## src/bpa_pkg.sv

```systemverilog
// bpa_pkg: sizes, codes, memory request types and helper functions of the
// buddy page allocator; used by the channel interfaces and every module.
`default_nettype none

package bpa_pkg;

    // region geometry
    localparam int PAGES     = 1024;
    localparam int TOP_ORDER = 10;
    localparam int PAGE_W    = 10;   // page index
    localparam int CNT_W     = 11;   // page counts, links (with the empty code)
    localparam int LINK_W    = 11;
    localparam int ORD_W     = 4;
    localparam int ROW_W     = 32;   // head flags packed per memory row
    localparam int BIT_AW    = 5;
    localparam int ROW_AW    = PAGE_W - BIT_AW;
    localparam int ROWS      = PAGES / ROW_W;

    localparam logic [LINK_W-1:0] NIL = LINK_W'(PAGES);

    // operation codes
    localparam logic [1:0] OP_ALLOC = 2'd0;
    localparam logic [1:0] OP_FREE  = 2'd1;
    localparam logic [1:0] OP_INIT  = 2'd2;
    localparam logic [1:0] OP_RSVD  = 2'd3;

    // status codes
    localparam logic [1:0] STAT_DONE     = 2'd0;
    localparam logic [1:0] STAT_NO_BLOCK = 2'd1;
    localparam logic [1:0] STAT_BAD      = 2'd2;

    // one entry of the link memory
    typedef struct packed {
        logic [ORD_W-1:0]  ord;
        logic [LINK_W-1:0] nxt;
        logic [LINK_W-1:0] prv;
    } t_link;

    typedef struct packed {
        logic              rd_en;
        logic [PAGE_W-1:0] rd_addr;
        logic              wr_en;
        logic [PAGE_W-1:0] wr_addr;
        t_link             wr_data;
    } t_link_req;

    typedef struct packed {
        logic              rd_en;
        logic [ROW_AW-1:0] rd_row;
        logic              wr_en;
        logic [PAGE_W-1:0] wr_page;
        logic              wr_set;
        logic              clr_all;
    } t_head_req;

    // smallest order whose block holds cnt pages
    function automatic logic [ORD_W-1:0] f_alloc_order(input logic [CNT_W-1:0] cnt);
        logic [ORD_W-1:0] ord;
        ord = '0;
        for (int i = 0; i < TOP_ORDER; i++) begin
            if ((CNT_W'(1) << i) < cnt) begin
                ord = ORD_W'(i + 1);
            end
        end
        return ord;
    endfunction

    // largest aligned block at base that fits in n pages
    function automatic logic [ORD_W-1:0] f_block_order(input logic [CNT_W-1:0] base,
                                                       input logic [CNT_W-1:0] n);
        logic [ORD_W-1:0] k;
        k = '0;
        for (int i = 1; i <= TOP_ORDER; i++) begin
            if ((base & ((CNT_W'(1) << i) - CNT_W'(1))) == '0 &&
                (CNT_W'(1) << i) <= n) begin
                k = ORD_W'(i);
            end
        end
        return k;
    endfunction

endpackage

`default_nettype wire

```

## src/bpa_head_mem.sv

```systemverilog
// bpa_head_mem: free-block head flags, 32 per memory row, with a valid bit
// per row so that a clear resets only the valid bits; depends on bpa_pkg
`default_nettype none

module bpa_head_mem import bpa_pkg::*; (
    input  logic             i_clk,
    input  logic             i_rst_n,
    input  t_head_req        i_req,
    output logic [ROW_W-1:0] o_rd_row
);

    logic [ROW_W-1:0]  r_mem [ROWS];
    logic [ROWS-1:0]   r_row_vld;
    logic              r_rd_vld;
    logic [ROW_W-1:0]  r_rd_data;
    logic [ROW_AW-1:0] wr_row;
    logic [ROW_W-1:0]  wr_bit;
    logic [ROW_W-1:0]  wr_mask;
    logic [ROW_W-1:0]  wr_data;

    // a row never written since the last clear is rewritten whole
    assign wr_row  = i_req.wr_page[PAGE_W-1:BIT_AW];
    assign wr_bit  = ROW_W'(1) << i_req.wr_page[BIT_AW-1:0];
    assign wr_mask = r_row_vld[wr_row] ? wr_bit : '1;
    assign wr_data = i_req.wr_set ? wr_bit : '0;

    // row valid bits
    always_ff @(posedge i_clk) begin
        if (!i_rst_n) begin
            r_row_vld <= '0;
            r_rd_vld  <= 1'b0;
        end else begin
            if (i_req.clr_all) begin
                r_row_vld <= '0;
            end else if (i_req.wr_en) begin
                r_row_vld[wr_row] <= 1'b1;
            end
            if (i_req.rd_en) begin
                r_rd_vld <= r_row_vld[i_req.rd_row];
            end
        end
    end

    // flag memory, bit-masked write, registered read
    always_ff @(posedge i_clk) begin
        if (i_req.wr_en) begin
            for (int i = 0; i < ROW_W; i++) begin
                if (wr_mask[i]) begin
                    r_mem[wr_row][i] <= wr_data[i];
                end
            end
        end
        if (i_req.rd_en) begin
            r_rd_data <= r_mem[i_req.rd_row];
        end
    end

    // stale rows read as all clear
    assign o_rd_row = r_rd_vld ? r_rd_data : '0;

endmodule

`default_nettype wire

```

## config.mk

```make
export PLATFORM = sky130hd
export DESIGN_NAME = bpa_head_mem
export DESIGN_NICKNAME = d
export VERILOG_FILES = /design/src/bpa_pkg.sv /design/src/bpa_head_mem.sv
export SDC_FILE = /design/constraint.sdc
export NUM_CORES = 1
export LEC_CHECK = 0
export BUFFER_PORTS_ARGS = -buffer_cell sky130_fd_sc_hd__buf_4
export CAP_MARGIN = 20
export CORE_UTILIZATION = 45
export CTS_CLUSTER_SIZE = 40
export DETAILED_ROUTE_END_ITERATION = 8
export PLACE_DENSITY = 0.73
export SLEW_MARGIN = 20
export SYNTH_ARGS = -nofsm -noshare
export SYNTH_HDL_FRONTEND = slang
export SYNTH_SLANG_ARGS = --single-unit
export TNS_END_PERCENT = 30
```

## constraint.sdc

```tcl
create_clock -name i_clk -period 2.45 [get_ports i_clk]
set_input_delay 0.245 -clock i_clk [delete_from_list [all_inputs] [get_ports i_clk]]
set_output_delay 0.245 -clock i_clk [all_outputs]
set_load 0.02 [all_outputs]
```

==> results of run 1 <==
layout make-up:
class	count	area, µm²	area share, %
tap	1380	1730	3.20
clock buffer	124	2760	5.12
inverter	13	48.8	0.0904
multi-input combinational	1661	13400	24.8
sequential	1089	32400	60.0
timing repair buffer	263	2880	5.33
clock inverter	73	790	1.46
cell families after synthesis:
group	synth area share (%)
mux	16.7
simple gates	10.3
buf+inv	2.90
compound gates	1.18
flops	68.9
registers in the layout, indices dropped and copies added (netlist names):
| register | flops |
|---|---|
| r_rd_vld | 1 |
| r_rd_data | 32 |
| r_row_vld | 32 |
| r_mem | 1024 |
layer usage:
metal	wire (µm)	track usage (%)	vias to the layer above
met5	13	0	-
met4	3580	6.72	2
met3	12400	3.98	233
met2	59200	37.4	1518
met1	45800	31.2	14261
li1	-	-	11403
synthesized netlist by cell type:
library cell and count:
mux2_2 32, buf_4 3, nand4b_1 1, buf_2 117, nand4_1 2, clkbuf_1 168, nand2_1 49, o21a_1 2
nand3_1 9, and2_1 33, nor3_1 1, and3b_1 4, nor2b_1 27, a21oi_1 23, edfxtp_1 1056, inv_1 12
nand2b_1 1, mux4_2 328, and4_4 1, buf_6 3, a22oi_1 7, mux2i_1 12, buf_1 11, dfxtp_1 33
o211ai_1 4, a31oi_1 1, a31oi_2 18, a22o_1 1, nor3b_1 1, clkinv_1 1, and3_1 3, o21ai_0 1
a211oi_1 1, nor3b_2 3, nor2_1 1084, a21boi_0 12
how the worst max path moves through the flow:
stage	startpoint	end	slack, ns
finish	r_row_vld[31]	r_mem[14][26]	0.06
global placement	i_req[7]	r_mem[26][31]	-0.21
detailed placement	i_req[7]	r_mem[22][18]	-0.27
floorplan	i_req[5]	r_mem[0][7]	-0.06
global route	r_row_vld[31]	r_mem[1][26]	0.01
CTS	r_row_vld[31]	r_mem[9][27]	0.005
timing repair:
action / 4_1_cts / 5_1_grt
resized for setup: 6 / 5
setup buffers: 0 / 0
setup endpoints to repair: 191 / 51
pin swaps: 0 / 1
hold buffers: 1 / 0
endpoints found under the hold margin: 1 / 0
critical path, delay by kind of cell (launching register included):
kind            cells  cell delay [ns]
buf+inv             3             0.54
mux                 1             0.49
compound gates      2             0.38
flops               1             0.34
simple gates        2             0.31
through the flow:
step	utilization [%]	cells
finish	52.2	4603
global route	52.2	4603
CTS	52.1	4603
detailed placement	48.7	4405
global placement	48.7	4404
floorplan	-	3065
power by group through the flow:
stage          Sequential, mW  Combinational (mW)  Clock [mW]
4_1_cts                  20.3                1.57        16.9
5_1_grt                  20.3                1.65        17.6
3_3_place_gp             20.7                1.55           0
2_1_floorplan            20.7               0.914           0
3_5_place_dp             20.7                1.56           0
6_report                 20.3                1.56        16.7
==> flow_metrics.tcl, run 1 <==
set metrics [dict create \
    grt_pass1_vias 27067 \
    syn_nets 3086 \
    synthesis.area_um2 47000 \
    synth-seq-cells 1089 \
    vias 27417 \
    num_io_pins 53 \
    hold_ws_ns 0.0789 \
    cts_buffers 107 \
    synthCells 3065 \
    p_leak_nw 22.5 \
    cp_max_fo 32 \
    wirelength_mm 121 \
    gp_congestion 0.815 \
    worstPathCellList "mux4_2, a22oi_2, buf_4, nand4_1, buf_4, o21a_1, buf_12, nor2_1" \
    setup_violations 0 \
    htreeDepth 3 \
    io_buffer_count 52 \
    final_cell_area_um2 54000 \
    cp_slowest_cell "mux4_2" \
    hold_start "i_req[0]" \
    drive_gt1_share_pct 26.4 \
    dieArea_um2 106000 \
    skew_ns 0.0367 \
    critPathMaxStageDelay_ns 0.49 \
    antenna_found_initial 2 \
    swShare_pct 20.6 \
    p_switching_mw 7.94 \
    outcome "completed" \
    worstPathArrival_ns 2.77 \
    pre_cts_slack_ns -0.267 \
    power_density_nw_per_um2 714 \
    fill_cells 8203 \
    pwr-share-seq_pct 52.5 \
    slew_viol_final 0 \
    ys_seq_area_share_pct 68.9 \
    grt_use_total_pct 22.7 \
    yosys_warnings 0 \
    end_kind "flip-flop" \
    ys_types 36 \
    reg2reg_to "r_mem[14][26]" \
    internal-power_mw 30.6 \
    period_minus_slack_ns 2.39 \
    tightest_slew_ns 0.869 \
    synth_top_area_cell "edfxtp_1" \
    fin_ws_ns 0.0623 \
    cts_tree "done" \
    wl_per_cell_um 26.3 \
    syn_avg_cell_area_um2 15.3 \
    reg2reg_depth 8 \
    drc 0 \
    slew_headroom_pct 42.1 \
    final_common_cell "nor2_1" \
    viasPerCell 5.96 \
    ys_top_cells_by_area "edfxtp_1, mux4_2, nor2_1" \
    coreArea_um2 103000 \
    power.total_mw 38.6 \
    die_h_um 325 \
    r2r-start "r_row_vld[31]" \
    synth_top_area_share_pct 67.5 \
    drt_iter0_drc 3508 \
    cts_sinks 1089 \
    grt_overflow 0 \
    layout_common_cells "nor2_1, edfxtp_1, mux4_2" \
    drv_cap 0 \
    syn_to_final_growth_pct 14.9 \
    hp-class "in2reg" \
    clk_latency_ns 0.70 \
    clk_path_buf_depth 3 \
    crit_type "reg2reg" \
    worstHoldEndpoint "r_row_vld[10]" \
    cp.required_ns 2.83 \
    diodes 0 \
    holdPathStages 4 \
    start_kind "flip-flop" \
    rsz0062_at_grt "false" \
    rows 118 \
    die_w_um 325 \
    grt_max_degree 37 \
    period_share_pct 97.5 \
    root_buffer "clkbuf_16" \
    r2r_slack_ns 0.06 \
    ir_worst_vdd_v 0.000745 \
    power_frac_comb_pct 4.1 \
    max_freq_mhz 419 \
    clkTransAtPathRegs_ns 0.06 \
    postRouteAntennaNets 0 \
    first_pass_iters 7 \
    crit_top_cell "buf_4" \
    hold_violations 0 \
    placed_area_um2 50400 \
    hpwl_mm 65.7 \
    p_clk_share_pct 43.4 \
    setup_tns_ns 0 \
    grt_pass1_wl_mm 176 \
    start_util_pct 45.4 \
    nets 3156 \
]
Power figures use the tool's default switching activity.
==> run 2, diff against run 1 <==
- CELL_PAD_IN_SITES_DETAIL_PLACEMENT: default -> 0
- CELL_PAD_IN_SITES_GLOBAL_PLACEMENT: default -> 1
- CORE_MARGIN: default -> 5
- PLACE_DENSITY: 0.73 -> 0.82
==> flow_metrics.tcl, run 2 (synthesized netlist as in run 1, its figures left out) <==
set metrics [dict create \
    viasPerCell 5.90 \
    regMostFlops "r_mem" \
    grt_use_total_pct 21.4 \
    cp.required_ns 2.83 \
    num_io_pins 53 \
    setup_violations 0 \
    rsz0062_at_grt "false" \
    p_leak_nw 22.5 \
    multi_input_area_um2 13400 \
    wl_per_cell_um 26.3 \
    tightest_slew_ns 0.852 \
    largest_reg_flops 1024 \
    hold_ws_ns 0.0925 \
    max_freq_mhz 425 \
    ir_worst_vdd_v 0.000551 \
    fin_ws_ns 0.0982 \
    r2r-start "r_row_vld[23]" \
    die_w_um 333 \
    antenna_found_initial 3 \
    grt_pass1_wl_mm 176 \
    drive_gt1_share_pct 26.0 \
    cp_max_fo 21 \
    clk_path_buf_depth 3 \
    setup_tns_ns 0 \
    power_density_nw_per_um2 700 \
    worstPathArrival_ns 2.73 \
    slew_viol_final 0 \
    fill_cells 8427 \
    root_buffer "clkbuf_16" \
    grt_max_degree 35 \
    reg_top3 "r_mem x1024, r_rd_data x32, r_row_vld x32" \
    vias 27159 \
    syn_to_final_growth_pct 14.7 \
    placed_area_um2 50400 \
    pre_cts_slack_ns -0.250 \
    final_common_cell "nor2_1" \
    slew_headroom_pct 43.2 \
    wirelength_mm 121 \
    die_h_um 333 \
    seq_area_um2 32400 \
    layout_common_cells "nor2_1, edfxtp_1, mux4_2" \
    drv_cap 0 \
    htreeDepth 3 \
    hold_start "i_req[0]" \
    start_kind "flip-flop" \
    first_pass_iters 5 \
    grt_pass1_vias 26627 \
    hp-class "in2reg" \
    critPathLaunch "r_row_vld[23]" \
    cts_sinks 1089 \
    coreArea_um2 104000 \
    period_minus_slack_ns 2.35 \
    postRouteAntennaNets 0 \
    nets 3153 \
    skew_ns 0.0312 \
    rows 118 \
    crit_type "reg2reg" \
    gp_congestion 0.788 \
    clkTransAtPathRegs_ns 0.06 \
    io_buffer_count 52 \
    diodes 0 \
    period_share_pct 96.0 \
    outcome "completed" \
    start_util_pct 45.3 \
    end_kind "flip-flop" \
    grt_overflow 0 \
    hpwl_mm 66.2 \
    cts_tree "done" \
    cts_buffers 107 \
    dieArea_um2 111000 \
    final_cell_area_um2 53900 \
    clk_latency_ns 0.68 \
    drc 0 \
    drt_iter0_drc 3629 \
    hold_violations 0 \
]
run 2: cell count changes in the layout (fill, tap and decap cells not counted), moves of 4 or more:
cell	previous run	this run
clkinvlp_4	4	0
bufinv_16	16	7
clkbuf_1	16	22
buf_12	70	77
buf_4	188	176
clkinv_1	26	32
run 2: routing by layer:
metal	wire (µm)	up-vias	global-route usage, %
met5	0	-	0
li1	-	11399	-
met3	11400	216	3.43
met4	3570	0	6.18
met2	59600	1369	35.5
met1	46300	14175	29.9
run 2: where the power goes:
| group | internal, mW | switching, mW | leakage, nW |
|---|---|---|---|
| Combinational | 0.647 | 0.921 | 8.69 |
| Sequential | 20.3 | 0.0190 | 12.1 |
| Clock | 8.97 | 6.90 | 1.66 |
| Total | 29.9 | 7.84 | 22.5 |
run 2: worst paths after layout:
kind                   endpoint  slack, ns  cells after the start
setup / recovery  r_mem[22][21]        0.1                      7
hold reg to reg   r_row_vld[26]       0.47                      2
hold / removal    r_row_vld[26]       0.09                      4
setup reg to reg  r_mem[22][21]        0.1                      7
run 2: final cells by class:
| class | instances | area share, % |
|---|---|---|
| flip-flops and latches | 1089 | 60.1 |
| multi-input cells | 1661 | 24.9 |
| repair buffers | 260 | 5.48 |
| clock buffers | 134 | 5.29 |
| well taps | 1380 | 3.20 |
| clock inverters | 65 | 0.947 |
| inverters | 13 | 0.0906 |
run 2: through the flow:
| step | power [mW] | cells | utilization, % |
|---|---|---|---|
| finish | 37.7 | 4602 | 52.0 |
| global route | 38.8 | 4602 | 52.0 |
| CTS | 37.9 | 4597 | 51.9 |
| detailed placement | 22.2 | 4397 | 48.7 |
| global placement | 22.2 | 4394 | 48.6 |
| floorplan | 21.6 | 3065 | - |
run 2: worst max-delay path: stages, from the launching register on:
cell,delay (ns)
dfxtp_1,0.34
mux4_2,0.47
a22oi_1,0.24
and4_4,0.33
buf_12,0.19
nor2_2,0.13
buf_6,0.20
nor2_1,0.14
run 2: timing repair:
| item | CTS | global route |
|---|---|---|
| setup buffers | 0 | 5 |
| hold buffers | 1 | 0 |
| endpoints found under the hold margin | 1 | 0 |
| endpoints found under the setup margin | 125 | 104 |
| pin swaps | 0 | 1 |
| resized for setup | 4 | 4 |
